**config.mk**
```make
export PLATFORM = sky130hd
export DESIGN_NAME = pll_nco_phase_sincos
export DESIGN_NICKNAME = d
export VERILOG_FILES = /design/src/rtl/pnco_pkg.sv /design/src/rtl/pnco_front.sv /design/src/rtl/pnco_fifo.sv /design/src/rtl/pnco_cordic.sv /design/src/rtl/pll_nco_phase_sincos.sv
export SDC_FILE = /design/constraint.sdc
export NUM_CORES = 2
export LEC_CHECK = 0
export BUFFER_PORTS_ARGS = -buffer_cell sky130_fd_sc_hd__buf_2
export CORE_UTILIZATION = 30
export CTS_BUF_LIST = sky130_fd_sc_hd__clkbuf_8
export DETAILED_ROUTE_END_ITERATION = 10
export MAX_ROUTING_LAYER = met4
export PLACE_DENSITY = 0.46
export RECOVER_POWER = 25
export SETUP_SLACK_MARGIN = 0.05
export SLEW_MARGIN = 20
export SYNTH_ARGS = -nofsm -noshare
export SYNTH_HDL_FRONTEND = slang
export SYNTH_SLANG_ARGS = --single-unit
```
**constraint.sdc**
```tcl
create_clock -name aclk -period 10.6 [get_ports aclk]
set_input_delay 0 -clock aclk [delete_from_list [all_inputs] [get_ports aclk]]
set_output_delay 0 -clock aclk [all_outputs]
set_load 0.005 [all_outputs]
```
**src/rtl/pnco_pkg.sv**
```systemverilog
// Shared constants, types and the arctangent table of the PLL oscillator stage.
// No dependencies; every other rtl file but pnco_checker refers to it by scoped names.
`default_nettype none

package pnco_pkg;

    localparam int PHASE_BITS    = 32;
    localparam int SINE_BITS     = 16;
    localparam int CORDIC_STAGES = 20;
    localparam int ITER_W        = $clog2(CORDIC_STAGES);
    localparam int QUEUE_DEPTH   = 2;
    localparam int QUEUE_PTR_W   = $clog2(QUEUE_DEPTH);

    localparam int NOM_W  = 28;
    localparam int STEP_W = 32;
    localparam int CFG_W  = 32;

    // register indexes on the configuration port
    localparam logic REG_NOMINAL_FREQ = 1'b0;
    localparam logic REG_TIME_STEP    = 1'b1;

    localparam logic [NOM_W-1:0]  NOMINAL_FREQ_RST = 28'd3276800;
    localparam logic [STEP_W-1:0] TIME_STEP_RST    = 32'd214748;

    // 1/(2*pi) in Q0.32
    localparam logic signed [30:0] INV_TWO_PI_Q32 = 31'sd683565276;
    // CORDIC start vector, gain-compensated, 2^30 scale
    localparam logic signed [33:0] CORDIC_X0 = 34'sd652032874;

    localparam logic [31:0] SINE_KEEP = ~((32'd1 << (32 - SINE_BITS)) - 32'd1);

    typedef struct packed {
        logic [31:0]        phase;
        logic signed [31:0] freq;
    } phase_item_t;

    // arctan(2^-i) in turns, 2^32 per turn
    function automatic logic signed [31:0] atan_turns(input logic [ITER_W-1:0] i);
        logic signed [31:0] r;
        case (i)
            5'd0:    r = 32'sd536870912;
            5'd1:    r = 32'sd316933406;
            5'd2:    r = 32'sd167458907;
            5'd3:    r = 32'sd85004756;
            5'd4:    r = 32'sd42667331;
            5'd5:    r = 32'sd21354465;
            5'd6:    r = 32'sd10679838;
            5'd7:    r = 32'sd5340245;
            5'd8:    r = 32'sd2670163;
            5'd9:    r = 32'sd1335087;
            5'd10:   r = 32'sd667544;
            5'd11:   r = 32'sd333772;
            5'd12:   r = 32'sd166886;
            5'd13:   r = 32'sd83443;
            5'd14:   r = 32'sd41722;
            5'd15:   r = 32'sd20861;
            5'd16:   r = 32'sd10430;
            5'd17:   r = 32'sd5215;
            5'd18:   r = 32'sd2608;
            5'd19:   r = 32'sd1304;
            default: r = 32'sd0;
        endcase
        return r;
    endfunction

endpackage

`default_nettype wire

```
**src/rtl/pnco_front.sv**
```systemverilog
// Front end: takes the loop correction, forms the output frequency and steps
// the phase accumulator; holds the configuration registers. Uses pnco_pkg.
`default_nettype none

module pnco_front (
    input  wire logic                       aclk,
    input  wire logic                       aresetn,
    input  wire logic                       s_tvalid,
    output logic                            s_tready,
    input  wire logic [31:0]                s_tdata,    // [31:0] loop_correction
    input  wire logic                       cfg_we,
    input  wire logic                       cfg_addr,
    input  wire logic [pnco_pkg::CFG_W-1:0] cfg_wdata,
    output logic                            push,
    output pnco_pkg::phase_item_t           push_item,
    input  wire logic                       q_full
);

    localparam int PB      = pnco_pkg::PHASE_BITS;
    localparam int INC_LSB = 48 - PB;

    typedef enum logic [4:0] {
        F_IDLE = 5'b00001,
        F_MUL  = 5'b00010,
        F_FREQ = 5'b00100,
        F_INC  = 5'b01000,
        F_ADD  = 5'b10000
    } front_state_t;

    front_state_t state_reg, state_next;

    logic [pnco_pkg::NOM_W-1:0]  nominal_reg;
    logic [pnco_pkg::STEP_W-1:0] step_reg;
    logic signed [31:0]          corr_reg;
    logic signed [62:0]          prod_reg;
    logic signed [31:0]          freq_reg, freq_next;
    logic signed [65:0]          incprod_reg;
    logic [PB-1:0]               acc_reg, acc_next;

    logic signed [63:0]          biased;
    logic signed [31:0]          corr_hz;
    logic signed [33:0]          freq_wide;
    logic [PB+31:0]              acc_wide;

    assign s_tready = (state_reg == F_IDLE);

    always_comb begin
        // floor(prod / 2^32 + 1/2)
        biased    = {prod_reg[62], prod_reg} + 64'sd2147483648;
        corr_hz   = biased[63:32];
        freq_wide = $signed({6'b0, nominal_reg}) - {{2{corr_hz[31]}}, corr_hz};
        if (freq_wide > 34'sd2147483647) begin
            freq_next = 32'sh7FFF_FFFF;
        end else if (freq_wide < -34'sd2147483648) begin
            freq_next = 32'sh8000_0000;
        end else begin
            freq_next = freq_wide[31:0];
        end
        acc_next = acc_reg + incprod_reg[INC_LSB +: PB];
        acc_wide = {acc_next, 32'b0};
    end

    assign push            = (state_reg == F_ADD) && !q_full;
    assign push_item.phase = acc_wide[PB+31 -: 32];
    assign push_item.freq  = freq_reg;

    always_comb begin
        state_next = state_reg;
        case (state_reg)
            F_IDLE:  if (s_tvalid) state_next = F_MUL;
            F_MUL:   state_next = F_FREQ;
            F_FREQ:  state_next = F_INC;
            F_INC:   state_next = F_ADD;
            F_ADD:   if (!q_full) state_next = F_IDLE;
            default: state_next = F_IDLE;
        endcase
    end

    always_ff @(posedge aclk) begin
        if (!aresetn) begin
            state_reg   <= F_IDLE;
            acc_reg     <= '0;
            nominal_reg <= pnco_pkg::NOMINAL_FREQ_RST;
            step_reg    <= pnco_pkg::TIME_STEP_RST;
        end else begin
            state_reg <= state_next;
            if (push) acc_reg <= acc_next;
            if (cfg_we) begin
                case (cfg_addr)
                    pnco_pkg::REG_NOMINAL_FREQ: nominal_reg <= cfg_wdata[pnco_pkg::NOM_W-1:0];
                    pnco_pkg::REG_TIME_STEP:    step_reg    <= cfg_wdata[pnco_pkg::STEP_W-1:0];
                    default: ;
                endcase
            end
        end
    end

    always_ff @(posedge aclk) begin
        if (s_tvalid && s_tready) corr_reg <= s_tdata;
        if (state_reg == F_MUL)   prod_reg <= corr_reg * pnco_pkg::INV_TWO_PI_Q32;
        if (state_reg == F_FREQ)  freq_reg <= freq_next;
        // signed frequency times unsigned step; low bits match the modular product
        if (state_reg == F_INC)
            incprod_reg <= $signed({freq_reg[31], freq_reg}) * $signed({1'b0, step_reg});
    end

endmodule

`default_nettype wire

```
**src/rtl/pnco_fifo.sv**
```systemverilog
// Short queue of phase/frequency items between front end and CORDIC back end.
// Uses pnco_pkg for the item type and depth.
`default_nettype none

module pnco_fifo (
    input  wire logic                  aclk,
    input  wire logic                  aresetn,
    input  wire logic                  push,
    input  wire pnco_pkg::phase_item_t push_item,
    output logic                       full,
    input  wire logic                  pop,
    output pnco_pkg::phase_item_t      pop_item,
    output logic                       empty
);

    localparam int PW = pnco_pkg::QUEUE_PTR_W;

    pnco_pkg::phase_item_t slot_reg [pnco_pkg::QUEUE_DEPTH];
    logic [PW-1:0] wr_ptr_reg, rd_ptr_reg;
    logic [PW:0]   count_reg;

    assign full     = (count_reg == (PW+1)'(pnco_pkg::QUEUE_DEPTH));
    assign empty    = (count_reg == '0);
    assign pop_item = slot_reg[rd_ptr_reg];

    always_ff @(posedge aclk) begin
        if (!aresetn) begin
            wr_ptr_reg <= '0;
            rd_ptr_reg <= '0;
            count_reg  <= '0;
        end else begin
            if (push && !full)  wr_ptr_reg <= wr_ptr_reg + PW'(1);
            if (pop && !empty)  rd_ptr_reg <= rd_ptr_reg + PW'(1);
            if ((push && !full) && !(pop && !empty)) begin
                count_reg <= count_reg + (PW+1)'(1);
            end else if (!(push && !full) && (pop && !empty)) begin
                count_reg <= count_reg - (PW+1)'(1);
            end
        end
    end

    always_ff @(posedge aclk) begin
        if (push && !full) slot_reg[wr_ptr_reg] <= push_item;
    end

endmodule

`default_nettype wire

```
**src/rtl/pnco_cordic.sv**
```systemverilog
// Back end: iterative rotation CORDIC, one stage a cycle, quadrant fold,
// Q1.15 rounding and the registered result stage. Uses pnco_pkg.
`default_nettype none

module pnco_cordic (
    input  wire logic                  aclk,
    input  wire logic                  aresetn,
    input  wire logic                  q_empty,
    output logic                       pop,
    input  wire pnco_pkg::phase_item_t pop_item,
    output logic                       m_tvalid,
    input  wire logic                  m_tready,
    output logic [95:0]                m_tdata
);

    localparam int IW = pnco_pkg::ITER_W;

    typedef enum logic [2:0] {
        B_IDLE = 3'b001,
        B_ROT  = 3'b010,
        B_OUT  = 3'b100
    } back_state_t;

    back_state_t state_reg, state_next;

    logic signed [33:0] x_reg, y_reg;
    logic signed [31:0] z_reg;
    logic [IW-1:0]      iter_reg;
    logic [1:0]         quad_reg;
    logic [31:0]        phase_reg;
    logic signed [31:0] freq_reg;
    logic               m_valid_reg;
    logic [95:0]        m_data_reg;

    logic signed [33:0] xs, ys, sv, cv;
    logic [31:0]        a;
    logic               load_out;

    function automatic logic [15:0] to_q15(input logic signed [33:0] v);
        logic signed [33:0] r;
        r = (v + 34'sd16384) >>> 15;
        if (r > 34'sd32767)       return 16'h7FFF;
        else if (r < -34'sd32768) return 16'h8000;
        else                      return r[15:0];
    endfunction

    assign a        = pop_item.phase & pnco_pkg::SINE_KEEP;
    assign pop      = (state_reg == B_IDLE) && !q_empty;
    assign load_out = (state_reg == B_OUT) && (!m_valid_reg || m_tready);
    assign m_tvalid = m_valid_reg;
    assign m_tdata  = m_data_reg;

    always_comb begin
        xs = x_reg >>> iter_reg;
        ys = y_reg >>> iter_reg;
        case (quad_reg)
            2'd0:    begin sv = y_reg;  cv = x_reg;  end
            2'd1:    begin sv = x_reg;  cv = -y_reg; end
            2'd2:    begin sv = -y_reg; cv = -x_reg; end
            default: begin sv = -x_reg; cv = y_reg;  end
        endcase
    end

    always_comb begin
        state_next = state_reg;
        case (state_reg)
            B_IDLE:  if (!q_empty) state_next = B_ROT;
            B_ROT:   if (iter_reg == IW'(pnco_pkg::CORDIC_STAGES - 1)) state_next = B_OUT;
            B_OUT:   if (load_out) state_next = B_IDLE;
            default: state_next = B_IDLE;
        endcase
    end

    always_ff @(posedge aclk) begin
        if (!aresetn) begin
            state_reg   <= B_IDLE;
            m_valid_reg <= 1'b0;
        end else begin
            state_reg <= state_next;
            if (load_out)      m_valid_reg <= 1'b1;
            else if (m_tready) m_valid_reg <= 1'b0;
        end
    end

    always_ff @(posedge aclk) begin
        if (pop) begin
            x_reg     <= pnco_pkg::CORDIC_X0;
            y_reg     <= '0;
            z_reg     <= $signed({2'b00, a[29:0]});
            iter_reg  <= '0;
            quad_reg  <= a[31:30];
            phase_reg <= pop_item.phase;
            freq_reg  <= pop_item.freq;
        end else if (state_reg == B_ROT) begin
            if (!z_reg[31]) begin
                x_reg <= x_reg - ys;
                y_reg <= y_reg + xs;
                z_reg <= z_reg - pnco_pkg::atan_turns(iter_reg);
            end else begin
                x_reg <= x_reg + ys;
                y_reg <= y_reg - xs;
                z_reg <= z_reg + pnco_pkg::atan_turns(iter_reg);
            end
            iter_reg <= iter_reg + IW'(1);
        end
        if (load_out) m_data_reg <= {freq_reg, to_q15(cv), to_q15(sv), phase_reg};
    end

endmodule

`default_nettype wire

```
**src/rtl/pll_nco_phase_sincos.sv**
```systemverilog
// Top level of the PLL oscillator stage: front end, item queue, CORDIC back end.
// Depends on pnco_pkg, pnco_front, pnco_fifo and pnco_cordic.
//
//  channel  | direction | handshake          | payload
//  ---------+-----------+--------------------+----------------------------------------
//  s_       | in        | s_tvalid/s_tready  | loop_correction
//  m_       | out       | m_tvalid/m_tready  | phase_turns, sine_out, cosine_out, freq
//  cfg_     | in        | cfg_we             | nominal_freq (0), time_step (1)
//
// Front end works on one item at a time (multiply, frequency, multiply, add).
// Sustained rate is set by the 20-stage iterative CORDIC, which takes one item at a time.
// An accepted item passes front end, queue, CORDIC rotation and result register in turn.
// Reset is synchronous, active low; it clears control state and the phase and loads the config defaults.
// A stalled output holds its register; the queue lets the front keep working until it is full.
`default_nettype none

module pll_nco_phase_sincos (
    input  wire logic                       aclk,
    input  wire logic                       aresetn,
    input  wire logic                       s_tvalid,
    output logic                            s_tready,
    input  wire logic [31:0]                s_tdata,  // [31:0] loop_correction
    output logic                            m_tvalid,
    input  wire logic                       m_tready,
    // [31:0] phase_turns, [47:32] sine_out, [63:48] cosine_out, [95:64] output_freq
    output logic [95:0]                     m_tdata,
    input  wire logic                       cfg_we,
    input  wire logic                       cfg_addr,
    input  wire logic [pnco_pkg::CFG_W-1:0] cfg_wdata
);

    logic                  push, full, pop, empty;
    pnco_pkg::phase_item_t push_item, pop_item;

    pnco_front u_front (
        .aclk      (aclk),
        .aresetn   (aresetn),
        .s_tvalid  (s_tvalid),
        .s_tready  (s_tready),
        .s_tdata   (s_tdata),
        .cfg_we    (cfg_we),
        .cfg_addr  (cfg_addr),
        .cfg_wdata (cfg_wdata),
        .push      (push),
        .push_item (push_item),
        .q_full    (full)
    );

    pnco_fifo u_fifo (
        .aclk      (aclk),
        .aresetn   (aresetn),
        .push      (push),
        .push_item (push_item),
        .full      (full),
        .pop       (pop),
        .pop_item  (pop_item),
        .empty     (empty)
    );

    pnco_cordic u_cordic (
        .aclk      (aclk),
        .aresetn   (aresetn),
        .q_empty   (empty),
        .pop       (pop),
        .pop_item  (pop_item),
        .m_tvalid  (m_tvalid),
        .m_tready  (m_tready),
        .m_tdata   (m_tdata)
    );

endmodule

`default_nettype wire

```
==> After elaboration in Yosys (flattened, before gate mapping) <==
Memories as Yosys holds them, arrays and structs flattened. A register that Yosys moved wholly into a read port is not among the register bits.
Index checks and enable logic that the tools add are counted.
{ "op_classes": {"add_sub_neg": 18, "multipliers": 2, "order_cmp": 6, "eq_ne": 17, "n_shift": 2, "n_mux": 35, "bitwise_logic": 1, "n_reduce_logical": 23} }
{ "op_table": {"columns": ["cell", "n"], "rows": [
  ["two-way mux 32 bit", 8],
  ["case mux 34 bit (3 select lines)", 2],
  ["adder 34 x 16 -> 34 bit (second input constant)", 2],
  ["adder 34 bit", 2],
  ["two-way mux 34 bit", 2],
  ["negation 34 bit", 2],
  [">>> shifter 34 x 5 -> 34 bit", 2],
  ["subtractor 34 bit", 2],
  ["adder 32 bit", 2],
  ["adder 63 x 33 -> 64 bit (second input constant)", 1],
  ["multiplier 32 x 29 -> 61 bit (second input constant)", 1],
  ["two-way mux 30 bit", 2],
  ["multiplier 32 x 33 -> 48 bit", 1],
  ["> comparator 19 x 16 -> 1 bit (second input constant)", 2],
  ["less-than comparator 19 x 16 -> 1 bit (second input constant)", 2],
  ["> comparator 34 x 32 -> 1 bit (second input constant)", 1],
  ["less-than comparator 34 x 32 -> 1 bit (second input constant)", 1],
  ["subtractor 29 x 32 -> 33 bit", 1],
  ["two-way mux 16 bit", 2],
  ["subtractor 32 bit", 1],
  ["two-way mux 5 bit", 6],
  ["case mux 5 bit (5 select lines)", 1],
  ["== test 5 bit (second input constant)", 2],
  ["two-way mux 3 bit", 3],
  ["other kinds (26)", 53]
]} }
{ "word_totals": {"reg_bits": 545, "ramBits": 128, "rom_bits": 1920, "inputBits": 70, "out_inout_bits": 98, "wordCells": 131, "n_memories": 3} }
{ "mem_list": {"columns": ["memory", "depth", "word_bits", "rd", "rd_clocked_by_memory_dff", "write_ports", "line", "rtl"], "rows": [
  ["(no name shown)", 32, 30, 1, 1, 0, "pnco_pkg.sv:40", "case (i)"],
  ["(no name shown)", 32, 30, 1, 1, 0, "pnco_pkg.sv:40", null],
  ["u_fifo.slot_reg", 2, 64, 1, 1, 1, "pnco_fifo.sv:18", "pnco_pkg::phase_item_t slot_reg [pnco_pkg::QUEUE_DEPTH];"]
]} }

==> Depth between registers and ports, before layout <==
{ "logic_depth": {"ltp_word": 8, "depth_mapped": 30, "depth_no_buf": 28} }

==> Hierarchy <==
From an unflattened synthesis, not the netlist that was laid out.
{ "unflattened": {"hier_cells": 8818, "hier_area_um2": 85534.5} }
{ "modules_own_cells": {"columns": ["module", "n_inst", "cells_per_inst", "area_each_um2", "seq_area_each_um2"], "rows": [
  ["pnco_front", 1, 5862, 56080.0, 5785.5],
  ["pnco_cordic", 1, 2732, 24583.6, 7727.4],
  ["pnco_fifo", 1, 224, 4870.9, 3943.8]
]} }

==> Worst setup path after synthesis <==
OpenSTA, ideal clock, no wires.
{ "synth_path": {"path_type": "register to register", "start": "register u_front.corr_reg[31]", "end": "register u_front.prod_reg[62], data pin", "setup_ps": 263, "t_arrival_ps": 9320, "required_ps": 10337, "setup_slack_ps": 1017, "path_stages_with_launch": 27, "n_path_buf": 3, "period_less_slack_ps": 9583, "path_cell_list": "edfxtp_1 -> clkbuf_1 -> inv_1 -> clkbuf_1 -> buf_1 -> fa_1 -> inv_1 -> fa_1 -> fa_1 -> fa_1 -> fa_1 -> inv_1 -> fa_1 -> inv_1 -> ha_1 -> a21oi_1 -> o21ai_0 -> a211oi_1 -> o22ai_1 -> nand2_1 -> a31oi_1 -> o31ai_1 -> a211oi_1 -> o2111ai_1 -> o21bai_1 -> a311oi_1 -> xnor2_1"} }
{ "synth_via": {"elab_chain_cells": 1} }
{ "synth_rtl": {"columns": ["item", "line", "rtl"], "rows": [
  ["from (decl)", "pnco_front.sv:34", "logic signed [31:0] corr_reg;"],
  ["from (signal assigned)", "pnco_front.sv:99", "if (s_tvalid && s_tready) corr_reg <= s_tdata;"],
  ["multiplier 32 x 29 -> 61 bit", "pnco_front.sv:100", "if (state_reg == F_MUL) prod_reg <= corr_reg * pnco_pkg::INV_TWO_PI_Q32;"],
  ["to (signal assigned)", "pnco_front.sv:100", null],
  ["to (decl)", "pnco_front.sv:35", "logic signed [62:0] prod_reg;"]
]} }
No other way between the ends.
A chain may end at the register's enable or synchronous reset.

==> Worst setup path after layout <==
{ "layout_path": {"start": "register u_front.freq_reg[13]", "end": "register u_front.incprod_reg[35], data pin"} }
{ "layout_via": {"elab_chain_cells": 1} }
{ "layout_rtl": {"columns": ["item", "line", "rtl"], "rows": [
  ["from (decl)", "pnco_front.sv:36", "logic signed [31:0] freq_reg, freq_next;"],
  ["from (signal assigned)", "pnco_front.sv:101", "if (state_reg == F_FREQ) freq_reg <= freq_next;"],
  ["multiplier 32 x 33 -> 48 bit", "pnco_front.sv:104", "incprod_reg <= $signed({freq_reg[31], freq_reg}) * $signed({1'b0, step_reg});"],
  ["to (signal assigned)", "pnco_front.sv:104", null],
  ["to (decl)", "pnco_front.sv:37", "logic signed [65:0] incprod_reg;"]
]} }
No other way between the ends.

==> results.sh <==
export IMPL_synth_edf_count=430
export IMPL_post_cts_setup_buffers=0
export IMPL_io_buffers=167
export IMPL_yosysTopAreaCellShare_pct=28.8
export IMPL_period_share_pct=93.2
export IMPL_die_w_um=531
export IMPL_cp_max_fo=31
export IMPL_row_count=193
export IMPL_crit_top_cell="fa_1"
export IMPL_min_to="u_front.step_reg[20]$_SDFFE_PN0P_"
export IMPL_numCtsBuffers=144
export IMPL_wl_um=277000
export IMPL_critPathLaunchType="flop"
export IMPL_die_area_um2=282000
export IMPL_yosysMostFrequentCell="inv_1"
export IMPL_start_util_pct=30.2
export IMPL_drc=0
export IMPL_syn_num_nets=10487
export IMPL_tritoncts="yes"
export IMPL_viasPerCell=4.90
export IMPL_yosys_top_cells_area="fa_1, edfxtp_1, ha_1, inv_1, dfxtp_1"
export IMPL_largest_register_ffs=128
export IMPL_fin_nets=10698
export IMPL_drt_initial_drc_count=4035
export IMPL_syn_avg_cell_area_um2=9.82
export IMPL_r2r_end="u_front.incprod_reg[35]$_DFFE_PP_"
export IMPL_synth_top_area_cell="fa_1"
export IMPL_grt_pass1_vias=65339
export IMPL_cts_path_max_buffers=4
export IMPL_hpwl_um=218000
export IMPL_finClkSkew_ps=137
export IMPL_synth_cell_types=103
export IMPL_clkTransAtPathRegs_ps=60
export IMPL_tns_ps=0
export IMPL_setup_viol=0
export IMPL_vias=61650
export IMPL_worstSkewPairLatency_ps=960
export IMPL_synth_ff_type="edfxtp_1"
export IMPL_tightestPinTransition_ps=2910
export IMPL_cts_sink_count=657
export IMPL_arrival_ps=10510
export IMPL_yosysWarnings=0
export IMPL_final_hold_violation_count=0
export IMPL_slowest_stage="clkbuf_1"
export IMPL_yosysSeqAreaShare_pct=20.8
export IMPL_cpPeakStageDelay_ps=1500
export IMPL_slew_headroom_pct=-94.1
export IMPL_rsz0062_at_grt="no"
export IMPL_hold_path_class="in -> reg"
export IMPL_worstHoldStart="cfg_wdata[20]"
export IMPL_grt_overflow=0
export IMPL_min_period_ps=9880
export IMPL_worstSetupEndpointType="flop"
export IMPL_ant_nets=0
export IMPL_grt_max_degree=74
export IMPL_drive_above_1_share_pct=7.42
export IMPL_antenna_found_initial=18
export IMPL_core_area_um2=277000
export IMPL_synth_async_reset_ratio_pct=0
export IMPL_die_h_um=531
export IMPL_firstDrtPassIters=5
export IMPL_required_ps=11230
export IMPL_whs_path_depth=4
export IMPL_syn_to_final_growth_pct=11.0
export IMPL_cts_htree_levels=4
export IMPL_max_cap_violations=9
export IMPL_rr_worst_depth=27
export IMPL_grt_usage_pct=20.3
export IMPL_critical_path_class="reg -> reg"
export IMPL_fmax_ghz=0.101
export IMPL_ys_ff_latch=657
export IMPL_syn_area_um2=83900
export IMPL_grt_pass1_wl_um=418000
export IMPL_clockRootBuffer="clkbuf_8"
export IMPL_r2r_start="u_front.freq_reg[13]$_SDFFCE_PN1N_"
export IMPL_synth_commonest_cells="inv_1, fa_1, nand2_1"
export IMPL_routabilityCongestion=0.907
export IMPL_final_max_slew_viol_count=310
export IMPL_io_pins=168
export IMPL_syn_instance_count=8536
export IMPL_wl_per_cell_um=22.1
export IMPL_r2r_slack_ps=720
export IMPL_status="complete, but fails checks"
export IMPL_violations="capacitance limit, slew limit"
## worst max path at each step
stage | slack, ps | endpoint | cells past startpoint | from
after floorplan | 1020 | u_front.prod_reg[62]$_DFFE_PP_ | 26 | u_front.corr_reg[31]$_DFFE_PP_
after global placement | 1600 | u_front.incprod_reg[35]$_DFFE_PP_ | 25 | u_front.freq_reg[4]$_SDFFCE_PN1N_
after detailed placement | 1440 | u_front.incprod_reg[35]$_DFFE_PP_ | 25 | u_front.freq_reg[4]$_SDFFCE_PN1N_
after CTS | 1340 | u_front.incprod_reg[35]$_DFFE_PP_ | 25 | u_front.freq_reg[6]$_SDFFCE_PN1N_
after global routing | 560 | u_front.incprod_reg[35]$_DFFE_PP_ | 27 | u_front.freq_reg[13]$_SDFFCE_PN1N_
final | 720 | u_front.incprod_reg[35]$_DFFE_PP_ | 27 | u_front.freq_reg[13]$_SDFFCE_PN1N_
## per-stage QoR
stage          area, um^2  hold WS [ps]  utilization (%)  setup slack [ps]  instances
6_report            93100          94.2             33.6               720      12575
5_1_grt             93000          63.2             33.6               556      12569
4_1_cts             93200          6.50             33.6              1340      12559
3_5_place_dp        88700           178             32.0              1440      12135
3_3_place_gp        88700           178             32.0              1600      12135
2_1_floorplan       83900          98.9                -              1020       8536
## cell usage in the layout, fill, tap and decap left out, types with 93 or more instances in the layout
master	synthesis	routed
mux4_2	96	96
edfxtp_1	430	430
nor2_1	315	312
buf_4	9	110
o21ai_0	270	270
nand3_1	130	130
xor2_1	183	183
ha_1	674	674
inv_1	1462	1505
clkbuf_1	332	108
and2_1	649	645
clkbuf_8	0	163
mux2_2	93	93
dlygate4sd3_1	0	171
xnor2_1	282	282
dfxtp_1	227	221
nand2_1	757	756
a21oi_1	369	369
fa_1	1207	1207
a21o_1	94	94
## repair_timing
action / in CTS / in global routing
endpoints found under the hold margin: 139 / 0
endpoints found under the setup margin: 0 / 0
gates resized for setup: 0 / 0
hold buffers: 171 / 0
## layer usage
| metal | wire length (um) | global-route usage, % | share of wire, % | up-vias |
|---|---|---|---|---|
| li1 | - | - | - | 28106 |
| met1 | 121000 | 25.8 | 44 | 31732 |
| met2 | 136000 | 34.4 | 49 | 1464 |
| met3 | 11700 | 2.22 | 4.2 | 348 |
| met4 | 7990 | 5.31 | 2.9 | 0 |
| met5 | 0 | - | 0 | - |
## logic make-up (layout without fill, tap and decap cells)
logic type | count (synthesis) | in the layout | synth area share (%)
AOI/OAI and AO/OA | 1175 | 1175 | 8.82
xor gates and xnor gates | 465 | 465 | 4.86
adders and majority gates | 1882 | 1882 | 38.9
buffers and inverters | 1866 | 2184 | 8.46
DFF | 657 | 657 | 20.8
muxes | 273 | 273 | 4.84
other | 0 | 16 | 0
and+or+nand+nor | 2218 | 2218 | 13.3
## layout make-up
type,instances,area [um^2]
clock inverter,90,502
inverter,1470,5520
sequential,657,17500
fill,28674,184000
multi-input combinational,6013,59300
antenna,16,40.0
timing repair buffer,461,3300
tap,3705,4640
clock buffer,163,2240
## worst max-delay path, delay by kind of cell, from the launching register on
| family | cells | cell delay, ps |
|---|---|---|
| AO/OA/AOI/OAI | 9 | 2970 |
| XOR/XNOR | 1 | 120 |
| adder cells (fa/ha/maj) | 9 | 3840 |
| buffers and inverters | 5 | 1730 |
| flip-flops | 1 | 380 |
| AND/OR/NAND/NOR | 3 | 490 |
Power is not shown: default switching activity piles up to over one toggle a cycle in this logic, so the estimate is an artifact.
